## src/rtl/utf8_validate_quote_escape_macros.svh

```systemverilog
// Assertion macros shared by the UTF-8 validator and quote escaper.
// Each macro samples on aclk and is disabled while aresetn is low.
`ifndef UTF8_VALIDATE_QUOTE_ESCAPE_MACROS_SVH
`define UTF8_VALIDATE_QUOTE_ESCAPE_MACROS_SVH

// Check that a condition holds at every sampled edge
`define UVQE_ASSERT_ALWAYS(label, cond, msg) \
    label: assert property (@(posedge aclk) disable iff (!aresetn) (cond)) else $error(msg);

// Check that a trigger in one cycle implies a condition in the same cycle
`define UVQE_ASSERT_IMPL(label, trig, cond, msg) \
    label: assert property (@(posedge aclk) disable iff (!aresetn) (trig) |-> (cond)) \
        else $error(msg);

// Check that a trigger in one cycle implies a condition in the next cycle
`define UVQE_ASSERT_NEXT(label, trig, cond, msg) \
    label: assert property (@(posedge aclk) disable iff (!aresetn) (trig) |=> (cond)) \
        else $error(msg);

`endif

```

## src/rtl/uvqe_pkg.sv

```systemverilog
// Package for the UTF-8 validator with quote escaping.
// Holds byte constants, the lead byte decoder and the result struct; no dependencies.
package uvqe_pkg;

    localparam logic [7:0] QUOTE_BYTE = 8'h27;
    localparam logic [7:0] CONT_MIN   = 8'h80;
    localparam logic [7:0] CONT_MAX   = 8'hBF;
    localparam logic [7:0] LEAD2_MIN  = 8'hC2;
    localparam logic [7:0] LEAD3_MIN  = 8'hE0;
    localparam logic [7:0] LEAD4_MIN  = 8'hF0;
    localparam logic [7:0] LEAD5_MIN  = 8'hF8;
    localparam logic [7:0] LEAD6_MIN  = 8'hFC;
    localparam logic [7:0] LEAD_LIMIT = 8'hFE;
    localparam logic [7:0] SEC3_MIN   = 8'hA0;
    localparam logic [7:0] SEC4_MIN   = 8'h90;
    localparam logic [7:0] SEC5_MIN   = 8'h88;
    localparam logic [7:0] SEC6_MIN   = 8'h84;

    // Outcome of decoding a byte seen with no continuation owed
    typedef struct packed {
        logic       ok;
        logic [2:0] owed;
        logic       check;
        logic [7:0] minimum;
    } lead_t;

    // One result item handed from the checker to the output stage
    typedef struct packed {
        logic       emit;
        logic [7:0] data;
        logic       present;
        logic       last;
        logic       ok;
        logic       dup;
    } result_t;

    function automatic lead_t lead_decode(input logic [7:0] c);
        lead_t d;
        d.ok      = 1'b1;
        d.owed    = 3'd0;
        d.check   = 1'b0;
        d.minimum = CONT_MIN;
        if (c < CONT_MIN) begin
            d.ok = 1'b1;
        end else if (c < LEAD2_MIN) begin
            d.ok = 1'b0;
        end else if (c < LEAD3_MIN) begin
            d.owed = 3'd1;
        end else if (c < LEAD4_MIN) begin
            d.owed    = 3'd2;
            d.check   = (c == LEAD3_MIN);
            d.minimum = (c == LEAD3_MIN) ? SEC3_MIN : CONT_MIN;
        end else if (c < LEAD5_MIN) begin
            d.owed    = 3'd3;
            d.check   = (c == LEAD4_MIN);
            d.minimum = (c == LEAD4_MIN) ? SEC4_MIN : CONT_MIN;
        end else if (c < LEAD6_MIN) begin
            d.owed    = 3'd4;
            d.check   = (c == LEAD5_MIN);
            d.minimum = (c == LEAD5_MIN) ? SEC5_MIN : CONT_MIN;
        end else if (c < LEAD_LIMIT) begin
            d.owed    = 3'd5;
            d.check   = (c == LEAD6_MIN);
            d.minimum = (c == LEAD6_MIN) ? SEC6_MIN : CONT_MIN;
        end else begin
            d.ok = 1'b0;
        end
        return d;
    endfunction

endpackage

```

## src/rtl/uvqe_check.sv

```systemverilog
// UTF-8 sequence checker: holds the per-string state and forms the result of one byte.
// Depends on uvqe_pkg.
module uvqe_check (
    input  logic              aclk,
    input  logic              aresetn,
    input  logic [7:0]        byte_in,
    input  logic              last_in,
    input  logic              advance,
    output uvqe_pkg::result_t res
);
    import uvqe_pkg::*;

    logic [2:0] owed_reg, owed_next;
    logic       check_reg, check_next;
    logic [7:0] min_reg, min_next;
    logic       err_reg, err_next;

    lead_t      lead;
    logic       cont_ok;
    logic       byte_ok;
    logic       err_any;

    // Judge the byte against the current sequence state
    always_comb begin
        lead    = lead_decode(byte_in);
        cont_ok = (byte_in >= CONT_MIN) && (byte_in <= CONT_MAX)
                  && !(check_reg && (byte_in < min_reg));
        byte_ok = (owed_reg != 3'd0) ? cont_ok : lead.ok;
        err_any = err_reg || !byte_ok;

        owed_next  = owed_reg;
        check_next = check_reg;
        min_next   = min_reg;
        err_next   = err_reg;
        if (err_any) begin
            err_next = 1'b1;
        end else if (owed_reg != 3'd0) begin
            owed_next  = owed_reg - 3'd1;
            check_next = 1'b0;
            min_next   = CONT_MIN;
        end else if (lead.owed != 3'd0) begin
            owed_next  = lead.owed;
            check_next = lead.check;
            min_next   = lead.minimum;
        end
    end

    // Form the result: echo a good byte, or report status only on the last byte
    always_comb begin
        if (err_any) begin
            res.emit    = last_in;
            res.data    = 8'h00;
            res.present = 1'b0;
            res.last    = 1'b1;
            res.ok      = 1'b0;
            res.dup     = 1'b0;
        end else begin
            res.emit    = 1'b1;
            res.data    = byte_in;
            res.present = 1'b1;
            res.last    = last_in;
            res.ok      = last_in && (owed_next == 3'd0);
            res.dup     = (byte_in == QUOTE_BYTE);
        end
    end

    // Advance the state; clear it at the end of each string
    always_ff @(posedge aclk) begin
        if (!aresetn) begin
            owed_reg  <= 3'd0;
            check_reg <= 1'b0;
            min_reg   <= CONT_MIN;
            err_reg   <= 1'b0;
        end else if (advance) begin
            if (last_in) begin
                owed_reg  <= 3'd0;
                check_reg <= 1'b0;
                min_reg   <= CONT_MIN;
                err_reg   <= 1'b0;
            end else begin
                owed_reg  <= owed_next;
                check_reg <= check_next;
                min_reg   <= min_next;
                err_reg   <= err_next;
            end
        end
    end

`include "utf8_validate_quote_escape_macros.svh"

    `UVQE_ASSERT_ALWAYS(a_owed_range, owed_reg <= 3'd5, "continuation count out of range")
    `UVQE_ASSERT_IMPL(a_check_owed, check_reg, owed_reg != 3'd0, "second-byte check with nothing owed")
    `UVQE_ASSERT_NEXT(a_last_clears, advance && last_in, owed_reg == 3'd0 && !err_reg, "state not cleared after last byte")

endmodule

```

## src/rtl/uvqe_emit.sv

```systemverilog
// Output register stage: presents results and sends a quote a second time.
// Depends on uvqe_pkg.
module uvqe_emit (
    input  logic              aclk,
    input  logic              aresetn,
    input  logic              load,
    input  uvqe_pkg::result_t res,
    output logic              can_load,
    output logic              m_tvalid,
    input  logic              m_tready,
    output logic [7:0]        m_tdata,
    output logic [1:0]        m_tuser,
    output logic              m_tlast
);
    import uvqe_pkg::*;

    logic       valid_reg;
    logic [7:0] data_reg;
    logic       present_reg;
    logic       last_reg;
    logic       ok_reg;
    logic       dup_reg;
    logic       dup_last_reg;
    logic       dup_ok_reg;
    logic       xfer;

    assign xfer     = valid_reg && m_tready;
    assign can_load = !valid_reg || (m_tready && !dup_reg);

    // Load a new result, repeat a quote, or drop the register once transferred
    always_ff @(posedge aclk) begin
        if (!aresetn) begin
            valid_reg <= 1'b0;
            dup_reg   <= 1'b0;
        end else if (xfer && dup_reg) begin
            dup_reg <= 1'b0;
        end else if (load) begin
            valid_reg <= 1'b1;
            dup_reg   <= res.dup;
        end else if (xfer) begin
            valid_reg <= 1'b0;
        end
    end

    // Payload: the first copy of a quote is never final
    always_ff @(posedge aclk) begin
        if (xfer && dup_reg) begin
            last_reg <= dup_last_reg;
            ok_reg   <= dup_ok_reg;
        end else if (load) begin
            data_reg     <= res.data;
            present_reg  <= res.present;
            last_reg     <= res.last && !res.dup;
            ok_reg       <= res.ok && !res.dup;
            dup_last_reg <= res.last;
            dup_ok_reg   <= res.ok;
        end
    end

    assign m_tvalid = valid_reg;
    assign m_tdata  = data_reg;
    assign m_tuser  = {ok_reg, present_reg};
    assign m_tlast  = last_reg;

`include "utf8_validate_quote_escape_macros.svh"

    `UVQE_ASSERT_IMPL(a_dup_valid, dup_reg, valid_reg && data_reg == QUOTE_BYTE && present_reg, "repeat pending without a quote")
    `UVQE_ASSERT_IMPL(a_dup_not_last, dup_reg, !last_reg && !ok_reg, "first quote copy marked final")
    `UVQE_ASSERT_NEXT(a_dup_follows, xfer && dup_reg, valid_reg && !dup_reg, "second quote copy missing")
    `UVQE_ASSERT_IMPL(a_status_last, valid_reg && !present_reg, last_reg && !ok_reg, "status result not final or marked good")

endmodule

```

## src/rtl/utf8_validate_quote_escape.sv

```systemverilog
// UTF-8 validator with single-quote doubling, streaming top level.
// Depends on uvqe_pkg, uvqe_check and uvqe_emit.
//
// Usage:
//   The input channel carries one string byte per transfer on s_tdata, with
//   s_tlast on the final byte of the string. The result channel carries the
//   echoed bytes on m_tdata; m_tuser[0] says a byte is present and m_tuser[1]
//   gives the string's validity on the final result, which has m_tlast set.
//   A quote byte is sent twice. After the first error in a string nothing is
//   sent until its last byte, which yields one status-only result.
// Timing:
//   An input transfer passes the input register and then the output register
//   before its first result is on m_*. Throughput is one byte per cycle while
//   m_tready is high; a quote holds the input until its second copy is sent.
//   Bytes that yield no result pass the checker without waiting on the output.
// Reset and stalls:
//   aresetn low clears both stages and the sequence state. When m_tready is
//   low the output register holds, the input register fills and s_tready
//   drops until the stalled result is transferred.
module utf8_validate_quote_escape (
    input  logic       aclk,
    input  logic       aresetn,
    input  logic       s_tvalid,
    output logic       s_tready,
    input  logic [7:0] s_tdata,   // [7:0] in_byte
    input  logic       s_tlast,
    output logic       m_tvalid,
    input  logic       m_tready,
    output logic [7:0] m_tdata,   // [7:0] out_byte
    output logic [1:0] m_tuser,   // [0] byte_present, [1] string_ok
    output logic       m_tlast
);
    import uvqe_pkg::*;

    logic       in_valid_reg;
    logic [7:0] in_byte_reg;
    logic       in_last_reg;
    logic       in_move;
    logic       can_load;
    result_t    res;

    assign in_move  = in_valid_reg && (can_load || !res.emit);
    assign s_tready = !in_valid_reg || in_move;

    // Hold the accepted byte until the checker passes it on
    always_ff @(posedge aclk) begin
        if (!aresetn) begin
            in_valid_reg <= 1'b0;
        end else if (s_tready) begin
            in_valid_reg <= s_tvalid;
        end
    end

    always_ff @(posedge aclk) begin
        if (s_tvalid && s_tready) begin
            in_byte_reg <= s_tdata;
            in_last_reg <= s_tlast;
        end
    end

    uvqe_check u_check (
        .aclk    (aclk),
        .aresetn (aresetn),
        .byte_in (in_byte_reg),
        .last_in (in_last_reg),
        .advance (in_move),
        .res     (res)
    );

    uvqe_emit u_emit (
        .aclk     (aclk),
        .aresetn  (aresetn),
        .load     (in_move && res.emit),
        .res      (res),
        .can_load (can_load),
        .m_tvalid (m_tvalid),
        .m_tready (m_tready),
        .m_tdata  (m_tdata),
        .m_tuser  (m_tuser),
        .m_tlast  (m_tlast)
    );

endmodule

```

## config.mk

```make
export PLATFORM = sky130hd
export DESIGN_NAME = utf8_validate_quote_escape
export DESIGN_NICKNAME = d
export VERILOG_FILES = /design/src/rtl/uvqe_pkg.sv /design/src/rtl/uvqe_check.sv /design/src/rtl/uvqe_emit.sv /design/src/rtl/utf8_validate_quote_escape.sv
export VERILOG_INCLUDE_DIRS = /design/src /design/src/rtl
export SDC_FILE = /design/constraint.sdc
export NUM_CORES = 1
export LEC_CHECK = 0
export BUFFER_PORTS_ARGS = -buffer_cell sky130_fd_sc_hd__buf_4
export CAP_MARGIN = 20
export CORE_AREA = 2 2 66 68
export CTS_CLUSTER_DIAMETER = 100
export DETAILED_ROUTE_END_ITERATION = 10
export DIE_AREA = 0 0 68 70
export GPL_TIMING_DRIVEN = 1
export PLACE_DENSITY_LB_ADDON = 0.05
export SETUP_SLACK_MARGIN = 0.02
export SLEW_MARGIN = 25
export SYNTH_ARGS = -nofsm -noshare
export SYNTH_HDL_FRONTEND = slang
export SYNTH_HIERARCHICAL = 1
export SYNTH_SLANG_ARGS = --single-unit
```

## constraint.sdc

```tcl
create_clock -name aclk -period 4.7 [get_ports aclk]
set_input_delay 0.705 -clock aclk [delete_from_list [all_inputs] [get_ports aclk]]
set_output_delay 0.705 -clock aclk [all_outputs]
set_load 0.005 [all_outputs]
```

# [Word level (Yosys, flattened, before mapping)]
# Cells that the tools add are included.
[totals] regBits=38 out_inout_bits=13
[op_classes] n_addsub=1 magnitude_cmp=10 eq_ne=6 n_mux=41 bitwise=2 n_reduce_logical=35
[ops] op="$mux 12" count=6
[ops] op="$lt 8x8->1 const B" count=7
[ops] op="$eq 8x8->1 const B" count=4
[ops] op="$mux 8" count=4
[ops] op="$mux 1" count=20
[ops] op="$mux 3" count=6
[ops] op="$mux 13" count=1
[ops] op="$logic_and 1x1->1" count=12
[ops] op="$mux 9" count=1
[ops] op="$reduce_bool 3->1" count=3
[ops] op="$eq 8x6->1 const B" count=1
[ops] op="$ge 8x8->1 const B" count=1
[ops] op="$le 8x8->1 const B" count=1
[ops] op="$lt 8x8->1" count=1
[ops] op="$logic_not 1->1" count=7
[ops] op="$mux 6" count=1
[ops] op="$reduce_and 2->1" count=3
[ops] op="$reduce_bool 2->1" count=3
[ops] op="$mux 5" count=1
[ops] op="$logic_or 1x1->1" count=4
[ops] op="$mux 4" count=1
[ops] op="$logic_not 3->1" count=1
[ops] op="$reduce_and 3->1" count=1
[ops] op="$sub 3x1->3 const B" count=1
[ops] op="3 further kinds" count=4

# [Depth between registers and ports, before layout]
# Gate-level depths: netlist of the first run.
[logic_depth] depth_word=22 depth_mapped=14 mapped_depth_nobuf=12

# [Cells and area by module]
# Netlist of the first run, hierarchy kept.
[by_module_without_submodules] mod="uvqe_check" n_inst=1 cells_each=111 area_per_inst_um2=860.8 seq_area_each_um2=180.2
[by_module_without_submodules] mod="uvqe_emit" n_inst=1 cells_each=32 area_per_inst_um2=531.8 seq_area_each_um2=430.4
[by_module_without_submodules] mod="utf8_validate_quote_escape" n_inst=1 cells_each=17 area_per_inst_um2=352.8 seq_area_each_um2=290.3

# [Worst setup path before layout of the first run]
# No wires, ideal clock.
[synth_timing] path_kind="reg2reg" start="reg in_byte_reg[4]" end="reg u_check.err_reg" setup_time_ns=0.066 arrival_time_ns=2.861 path_slack_ns=1.773 stages_incl_launch_ff=12 path_buffers=2 period_less_slack_ns=2.927 path_cell_list="edfxtp_1 -> ha_1 -> a21oi_1 -> o21ai_1 -> a311oi_2 -> nor3_4 -> clkbuf_1 -> or2_1 -> a21boi_0 -> clkbuf_1 -> or3b_1 -> a21oi_2"
[synth_rtl] item="from (decl)" line="utf8_validate_quote_escape.sv:36" source="logic [7:0] in_byte_reg;"
[synth_rtl] item="from (signal assigned)" line="utf8_validate_quote_escape.sv:56" source="in_byte_reg <= s_tdata;"
[synth_rtl] item="to (signal assigned)" line="uvqe_check.sv:84" source="err_reg <= err_next;"
[synth_rtl] item="to (decl)" line="uvqe_check.sv:16" source="logic err_reg, err_next;"

==> results of run 1 <==
[worst max-delay path, delay by kind of cell (launching register included)]
family	cells	cell delay, ns
compound gates	5	1.45
simple gates	3	0.75
flops	1	0.52
fa+ha+maj	1	0.36
mux	1	0.19
[placed cells by master, fill, tap and decap left out, types with 2 or more instances in the layout]
cell,n
nand3b_1,3
mux2i_1,5
nand4_1,2
a21oi_1,4
inv_2,2
nand2_1,12
nor4_1,3
edfxtp_1,22
buf_4,25
nand3_1,10
nor3_1,3
dfxtp_1,12
nor2_1,5
a21boi_0,2
and3_1,3
nor2b_1,2
ha_1,5
o21ai_0,6
a32o_1,2
and2_1,8
clkbuf_8,7
inv_1,15
nand2b_1,3
[worst max path at each step]
stage                               endpoint  slack, ns  cells after the start
final                      u_check/check_reg       1.31                     10
after global placement    u_check/min_reg[4]       1.49                     10
after detailed placement  u_check/min_reg[5]       1.39                     10
after CTS                 u_check/min_reg[5]       1.38                     10
after global routing      u_check/min_reg[4]       1.07                     10
after floorplan              u_check/err_reg       1.77                     11
[layout make-up]
class                           count  area (µm²)  share of cell area
Multi-Input combinational cell    104       753.2              0.3637
Tap cell                           52       65.06             0.03142
Inverter                           17       63.81             0.03082
Timing Repair Buffer               25       187.7             0.09063
Sequential cell                    34       900.9              0.4350
Clock buffer                        7       96.34             0.04653
Clock inverter                      1       3.754            0.001813
[synth_stat cells, types with 3 or more instances]
cell type,count,area [µm²]
edfxtp_1,22,660.6
inv_1,15,56.30
dfxtp_1,12,240.2
nand2_1,12,45.04
nand3_1,10,50.05
and2_1,8,50.05
o21ai_0,6,30.03
ha_1,5,62.56
mux2i_1,5,50.05
nor2_1,5,18.77
a21oi_1,4,20.02
and3_1,3,18.77
nand2b_1,3,18.77
nand3b_1,3,22.52
nor3_1,3,15.01
nor4_1,3,18.77
[logic make-up after synthesis]
kind of cell,after synthesis,share of synthesized area
compound gates,28,0.1355
fa+ha+maj,5,0.03584
buf+inv,22,0.05233
flops,34,0.5161
mux,6,0.03513
simple gates,65,0.2251
[per-layer routing]
layer / global-route usage / up-vias / wire length (µm)
met5: 0 / - / 0
met4: 0.05333 / 0 / 55
met3: 0.05314 / 7 / 212
met2: 0.2352 / 48 / 1620
met1: 0.1996 / 589 / 1458
li1: - / 631 / -
[stage by stage]
step	worst slack (ns)	cell area (µm²)	total power, W
after floorplan	1.773	1745	0.0003994
after global placement	1.486	1971	0.0004275
after detailed placement	1.386	1971	0.0004283
after CTS	1.382	2071	0.0006617
after global routing	1.068	2071	0.0006844
final	1.308	2071	0.0006519
[power by group through the flow]
stage               clock network (W)  logic (W)  registers, W
finish                       0.000230  0.0000747      0.000347
global route                 0.000253  0.0000831      0.000349
CTS                          0.000240  0.0000747      0.000347
detailed placement                  0  0.0000746      0.000354
global placement                    0  0.0000739      0.000354
floorplan                           0  0.0000493      0.000350
==> flow_summary.ini, run 1 <==
[worst_setup_path]
critPathCaptureType = register
crit_type = reg -> reg
regToRegSetupSlack_ns = 1.31
crit_required_ns = 4.86
critPathMaxFanout = 17
cp-start-kind = register
r2r_end = u_check/check_reg
crit_start = in_byte_reg[4]
rr_worst_depth = 10
cp.arrival_ns = 3.55
crit_slowest_cell = a21boi_0
slowest_delay_ns = 0.72
path_cells = ha_1, a21oi_1, o21ai_1, a311oi_2, nor3_4, or2_1, a21boi_0, and2_1, a31oi_4, mux2i_1
rr_startpoint = in_byte_reg[4]

[cells_and_area]
fillCellCount = 377
drive_above_1_share = 0.2447
fin_util = 0.4997
area_growth_pct = 18.64
stdcell_count = 240
diodes = 0
layout.nets = 205

[synth]
synthArstFlopShare = 0
synth_nets = 178
seq_area_frac_synth = 0.5161
synth-edff-count = 22
yosysWarnings = 6
synthFlopType = edfxtp_1
syn_inst = 160
synth_cell_type_count = 50
ys_seq_elements = 34
synth_area_um2 = 1745
syn_area_per_cell_um2 = 10.91

[place]
dpl.hpwl_mm = 2.544
gp_congestion = 0.8462
dp.cells = 232
portBuffers = 25

[worst_hold_path]
holdCritPathClass = reg -> reg
whs_endpoint = u_check/min_reg[3]
hp-start = u_check/min_reg[3]
holdPathStages = 2

[power]
p_per_area_nw_per_um2 = 314.8
pwr-share-clk = 0.353
leakagePower_nw = 0.8307
ir_worst_vdd_mv = 0.1687
pwr-share-seq = 0.532
p_sw_w = 0.0001497
combinationalPowerShare = 0.115
switching_share = 0.2297
internal_power_w = 0.0005022

[timing]
finalSetupViolCount = 0
relSlewSlack = 0.3960
hold_violations = 0
fmax_ghz = 0.2949
slew_violations = 0
setup-tns-final_ns = 0
worst_clock_skew_ns = 0.008519
fin_crit_ns = 3.392
fin_crit_sh = 0.7216
rsz0062_at_grt = no
holdWs_ns = 0.4662
worst_slew_pin_slew_ns = 0.8980

[job]
drv_cap = 0

[clock_tree]
cts-root-buf = clkbuf_8
worstSkewPairLatency_ns = 0.29
cts_resized = 0
numCtsBuffers = 5
cts_max_level = 2
cts_sinks = 34
cts_hold_buffers = 0
clk_path_buf_depth = 2
clkTransAtPathRegs_ns = 0.06
postCtsSetupBuffers = 0
cts_tree = done

[floorplanning]
die_area_um2 = 4760
initial_core_util = 0.4212
core_um2 = 4144
die_y_um = 70
row_count = 24
ios = 26
die_w_um = 68

[detailed_routing]
drt-total-wl_mm = 3.348
drtIter0Drc = 58
drt-pass1-iter-count = 4
via_per_inst = 5.313
wire_per_inst_um = 13.95
route.vias.total = 1275
remaining_drc_errors = 0
ant_nets = 0

[global_routing]
grt_pass1_vias = 1132
overflow = 0
grt_pass1_wl_mm = 5.430
grt.total_usage = 0.1536
antenna_found_initial = 0
grt_max_degree = 18

[run_status]
outcome = finished, final reports clean
Note: power is estimated with default switching activity, not from simulation.
==> inputs of run 2 (changes only) <==
Settings changed: ABC_AREA set to 1, CORE_AREA 2 2 66 68 to 2 2 68 70, DIE_AREA 0 0 68 70 to 0 0 70 72.
Clock period 4.7 ns to 3.3 ns, I/O delays scaled along.
==> run 2 against run 1 <==
Via count increased by 17%. Highest routed layer unchanged. Critical endpoint is now s_tready. Flip-flop and latch count is the same. Sequential power increased by 44%. Clock power rose by 44%. Cell count increased by 29%. Setup slack lost 0.60 ns. Critical path depth is 1 higher. Critical path type is now reg -> out. Clock skew decreased by 0.0042 ns.
==> flow_summary.ini, run 2 <==
[worst_setup_path]
critPathMaxFanout = 12
crit_type = reg -> out
cp_num_buf_inv = 1
path_cells = ha_1, nand2_1, nand2_1, o21bai_1, nand3_1, nand2_2, nand2_2, nand2_4, nand2_4, nand3_2, buf_4
rr_startpoint = in_byte_reg[5]
critPathCaptureType = output pin
rr_worst_depth = 15
cp-start-kind = register
r2r_end = u_check/owed_reg[0]
cp.arrival_ns = 2.10
crit_slowest_cell = edfxtp_1
critPathTopFamily = simple AND/OR/NAND/NOR gates
slowest_delay_ns = 0.47
regToRegSetupSlack_ns = 0.82
crit_required_ns = 2.80

[floorplanning]
initial_core_util = 0.4431
die_w_um = 70
ios = 26
die_y_um = 72
core_um2 = 4264
row_count = 24
die_area_um2 = 5040

[detailed_routing]
drtIter0Drc = 66
ant_nets = 0
drt-pass1-iter-count = 4
route.vias.total = 1489
drt-total-wl_mm = 3.805
remaining_drc_errors = 0
via_per_inst = 4.819
wire_per_inst_um = 12.31

[power]
leakagePower_nw = 1.026
ir_worst_vdd_mv = 0.2402
p_per_area_nw_per_um2 = 447.2

[clock_tree]
cts_sinks = 34
cts_hold_buffers = 0
clkTransAtPathRegs_ns = 0.07
cts_resized = 0
cts-root-buf = clkbuf_8
postCtsSetupBuffers = 0
cts_max_level = 2
numCtsBuffers = 5
cts_tree = done
clk_path_buf_depth = 2
worstSkewPairLatency_ns = 0.29

[synth]
synth-edff-count = 22
synth_area_um2 = 1889
syn_area_per_cell_um2 = 8.360
synth_most_common_cell = nand2_1
synth.area.top_cells = edfxtp_1 (35%), dfxtp_1 (13%), nand2_1 (12%), inv_1 (7.2%), nor2_1 (4.6%)
synth_common_cells = nand2_1 (61), inv_1 (36), nor2_1 (23)
synthFlopType = edfxtp_1
seq_area_frac_synth = 0.4768
yosys.area.top_type = edfxtp_1
synth_cell_type_count = 29
synth_top_area_share = 0.3497
yosysWarnings = 6
ys_seq_elements = 34
synth_nets = 244
syn_inst = 226
synthArstFlopShare = 0

[cells_and_area]
final_common_cell = nand2_1
drive_above_1_share = 0.2335
regArea_um2 = 900.9
fillCellCount = 426
layout_common_cells = nand2_1 (61), inv_1 (36), buf_4 (26)
multiInputGateArea_um2 = 803.3
layout.nets = 274
stdcell_count = 309
diodes = 0
area_growth_pct = 17.68

[worst_hold_path]
holdPathStages = 1
hp-start = s_tlast
holdCritPathClass = in -> reg
whs_endpoint = in_last_reg

[timing]
slew_violations = 0
setup-tns-final_ns = 0
hold_violations = 0
fin_crit_ns = 2.591
worst_clock_skew_ns = 0.004364
rsz0062_at_grt = no
fin_crit_sh = 0.7852
finalSetupViolCount = 0
relSlewSlack = 0.7036
fmax_ghz = 0.3859
worst_slew_pin_slew_ns = 0.4441

[global_routing]
grt_pass1_vias = 1359
grt_max_degree = 13
grt_pass1_wl_mm = 6.396
grt.total_usage = 0.1620
overflow = 0
antenna_found_initial = 0

[place]
dpl.hpwl_mm = 2.931
gp_congestion = 0.9564
dp.cells = 301
portBuffers = 25

[job]
drv_cap = 0

[run_status]
outcome = finished, final reports clean
run 2: changes by cell type in the layout (fill, tap and decap cells not counted), sizes merged, moves of 3 or more:
| cell | delta |
|---|---|
| nor2 | +23 |
| nand4 | +3 |
| and2 | -10 |
| and3 | -4 |
| a21boi | -3 |
| nand2 | +58 |
| mux2i | -5 |
| nand3 | +7 |
| nand3b | -4 |
| inv | +24 |
| nand2b | -3 |
run 2: power breakdown:
| group | total [W] | internal, W | leakage, nW | switching (W) |
|---|---|---|---|---|
| Combinational | 0.000161 | 0.0000618 | 0.667 | 0.0000991 |
| Clock | 0.000332 | 0.000187 | 0.0519 | 0.000145 |
| Sequential | 0.000501 | 0.000485 | 0.308 | 0.0000162 |
| Total | 0.000994 | 0.000734 | 1.03 | 0.000260 |
run 2: per-layer routing:
| layer | up-vias | routed length, µm | global-route usage |
|---|---|---|---|
| met3 | 6 | 214 | 0.04167 |
| met4 | 0 | 63 | 0.05983 |
| met1 | 666 | 1838 | 0.2236 |
| li1 | 777 | - | - |
| met2 | 40 | 1688 | 0.2476 |
| met5 | - | 0 | 0 |
run 2: final cells by class:
cell class | count | area share
Tap cell | 52 | 0.02926
Timing Repair Buffer | 26 | 0.08779
Clock buffer | 7 | 0.04333
Sequential cell | 34 | 0.4052
Inverter | 42 | 0.07147
Clock inverter | 1 | 0.001688
Multi-Input combinational cell | 147 | 0.3613
run 2: through the flow:
stage	setup slack (ns)	instance area [µm²]	utilization	power, W	hold WS [ns]
after floorplan	0.7486	1889	-	0.0006231	0.4715
after global placement	0.8891	2123	0.4979	0.0006696	0.4925
after detailed placement	0.8275	2123	0.4979	0.0006730	0.4978
after CTS	0.6898	2223	0.5214	0.001009	0.3720
after global routing	0.5726	2223	0.5214	0.001043	0.3685
final	0.7088	2223	0.5214	0.0009942	0.3830
run 2: worst max-delay path by stage:
stage / cells past startpoint / start / slack [ns] / endpoint
after floorplan: 14 / in_byte_reg[5] / 0.75 / u_check/owed_reg[0]
after global placement: 15 / in_byte_reg[5] / 0.89 / u_check/owed_reg[0]
after detailed placement: 15 / in_byte_reg[5] / 0.83 / u_check/owed_reg[0]
after CTS: 11 / in_byte_reg[5] / 0.69 / s_tready
after global routing: 11 / in_byte_reg[5] / 0.57 / s_tready
final: 11 / in_byte_reg[5] / 0.71 / s_tready
run 2: worst register-to-register path: cells and delay by family (launching register included):
| family | cells | cell delay (ns) |
|---|---|---|
| AO/OA/AOI/OAI | 3 | 0.42 |
| buffers and inverters | 2 | 0.27 |
| adder cells (fa/ha/maj) | 1 | 0.34 |
| flip-flops | 1 | 0.47 |
| AND/OR/NAND/NOR | 9 | 0.91 |
run 2: kinds of logic (layout without fill, tap and decap cells):
kind of cell	count (synthesis)	after routing	synth area share
flip-flops	34	34	0.4768
adder cells (fa/ha/maj)	5	5	0.03311
XOR/XNOR	1	1	0.004637
AND/OR/NAND/NOR	125	125	0.3311
AO/OA/AOI/OAI	16	16	0.05630
buffers and inverters	45	76	0.09801
==> inputs of run 3 (changes only) <==
Settings changed: ABC_AREA 1 to 0, CORE_AREA 2 2 68 70 to 2 2 66 68, DIE_AREA 0 0 70 72 to 0 0 68 70.
Clock period 3.3 ns to 2.5 ns, I/O delays scaled along.
==> run 3 against run 2 <==
Clock power increased by 13%. Sequential share of layout area barely moved. Routed wire length fell by 5.6%. Sequential power rose by 28%. Cell area hardly changed. Worst hold slack got worse by 0.12 ns. Non-clock buffer count is 17 higher. Combinational power rose by 14%. Clock skew hardly changed. Largest cell class unchanged.
==> flow_summary.ini, run 3 (synthesis results as in run 1) <==
[timing]
hold_violations = 0
finalSetupViolCount = 0
worst_clock_skew_ns = 0.004410
relSlewSlack = 0.6359
fin_crit_ns = 2.452
setup-tns-final_ns = 0
fin_crit_sh = 0.9810
rsz0062_at_grt = yes
fmax_ghz = 0.4078
worst_slew_pin_slew_ns = 0.5420
slew_violations = 0

[cells_and_area]
area_growth_pct = 27.45
layout_common_cells = buf_4 (41), edfxtp_1 (22), inv_1 (15)
final_common_cell = buf_4
drive_above_1_share = 0.3350
layout.nets = 223
diodes = 0
stdcell_count = 258

[worst_hold_path]
holdCritPathClass = in -> reg
holdPathStages = 1
hp-start = s_tdata[0]
whs_endpoint = in_byte_reg[0]

[worst_setup_path]
regToRegSetupSlack_ns = 0.06
cp.arrival_ns = 2.08
crit_required_ns = 2.12
r2r_end = u_emit/dup_reg
cp.depth = 8
cp_num_buf_inv = 3
crit_slowest_cell = edfxtp_1
rr_worst_depth = 10
path_cells = buf_4, buf_4, o32a_4, a21oi_4, nor3_4, or2_4, nand3b_4, buf_6
crit_type = reg -> out
critPathTopFamily = compound AO/OA/AOI/OAI gates
critPathMaxFanout = 8
rr_startpoint = in_byte_reg[4]
cp-start-kind = register
slowest_delay_ns = 0.43
critPathMostFrequentCell = buf_4
critPathCaptureType = output pin

[global_routing]
antenna_found_initial = 0
overflow = 0
grt_pass1_wl_mm = 5.699
grt.total_usage = 0.1616
grt_max_degree = 16
grt_pass1_vias = 1247

[place]
dp.cells = 245
portBuffers = 25
dpl.hpwl_mm = 2.760
gp_congestion = 0.8340

[power]
p_per_area_nw_per_um2 = 539.8
ir_worst_vdd_mv = 0.3451
power_w = 0.001201
leakagePower_nw = 0.9212

[floorplanning]
die_w_um = 68
die_y_um = 70
initial_core_util = 0.4212
die_area_um2 = 4760
ios = 26
row_count = 24
core_um2 = 4144

[detailed_routing]
wire_per_inst_um = 13.93
drt-total-wl_mm = 3.593
ant_nets = 0
remaining_drc_errors = 0
drtIter0Drc = 61
drt-pass1-iter-count = 4
via_per_inst = 5.112
route.vias.total = 1319

[clock_tree]
cts-root-buf = clkbuf_8
clk_path_buf_depth = 2
cts_tree = done
numCtsBuffers = 5
worstSkewPairLatency_ns = 0.28
cts_max_level = 2
cts_sinks = 34
clkTransAtPathRegs_ns = 0.06

[run_status]
outcome = finished, final reports clean

[job]
drv_cap = 0
==> run 3: cell types whose count changed in the layout (fill, tap and decap cells not counted), sizes merged, moves of 5 or more <==
| cell | delta |
|---|---|
| nand2 | -58 |
| inv | -24 |
| nor2 | -23 |
| buf | +17 |
| and2 | +10 |
| nand3 | -7 |
| mux2i | +5 |
==> run 3: area by class of cell <==
cell class	count	area, µm²
clock inverter	2	8.758
multi-input combinational	104	783.3
timing repair buffer	43	330.3
clock buffer	6	72.57
sequential	34	900.9
inverter	17	63.81
fill	382	1919
tap	52	65.06
==> run 3: power by group <==
group          internal, W  switching [W]
clock             0.000191       0.000184
combinational    0.0000922      0.0000911
sequential        0.000630      0.0000125
total             0.000913       0.000287
==> run 3: worst max-delay path by stage <==
stage	from	end	slack, ns
6_report	in_byte_reg[4]	s_tready	0.05
5_1_grt	in_byte_reg[3]	u_check/err_reg	-0.03
4_1_cts	in_byte_reg[2]	s_tready	0.02
3_5_place_dp	in_byte_reg[3]	u_check/err_reg	0.06
3_3_place_gp	in_byte_reg[2]	u_check/err_reg	0.10
2_1_floorplan	in_byte_reg[2]	u_check/err_reg	-0.14
==> run 3: repair_timing <==
action                     in CTS  in global routing
pin swaps                       0                  2
hold buffers                    0                  0
gates resized for setup         0                  6
hold endpoints to repair        0                  0
setup endpoints to repair       1                 11
buffers inserted                1                  4
gates cloned                    0                  0
==> run 3: layer usage <==
metal,track usage,vias up,part of all wire
met2,0.2794,35,0.52
li1,-,663,-
met1,0.1887,617,0.42
met5,0,-,0
met3,0.03865,4,0.044
met4,0.06000,0,0.013
==> run 3: worst register-to-register path, delay by kind of cell, from the launching register on <==
kind | cells | cell delay, ns
compound gates | 2 | 0.57
mux | 1 | 0.29
buf+inv | 3 | 0.46
simple gates | 4 | 0.60
flops | 1 | 0.43
==> run 3: through the flow <==
stage | hold WS [ns] | setup WS [ns] | utilization | cell area [µm²]
floorplan | 0.4337 | -0.1394 | - | 1768
finish | 0.2674 | 0.04761 | 0.5368 | 2225
global route | 0.2586 | -0.03101 | 0.5368 | 2225
detailed placement | 0.4546 | 0.05510 | 0.5012 | 2077
CTS | 0.2605 | 0.01885 | 0.5226 | 2166
global placement | 0.4482 | 0.1026 | 0.5012 | 2077
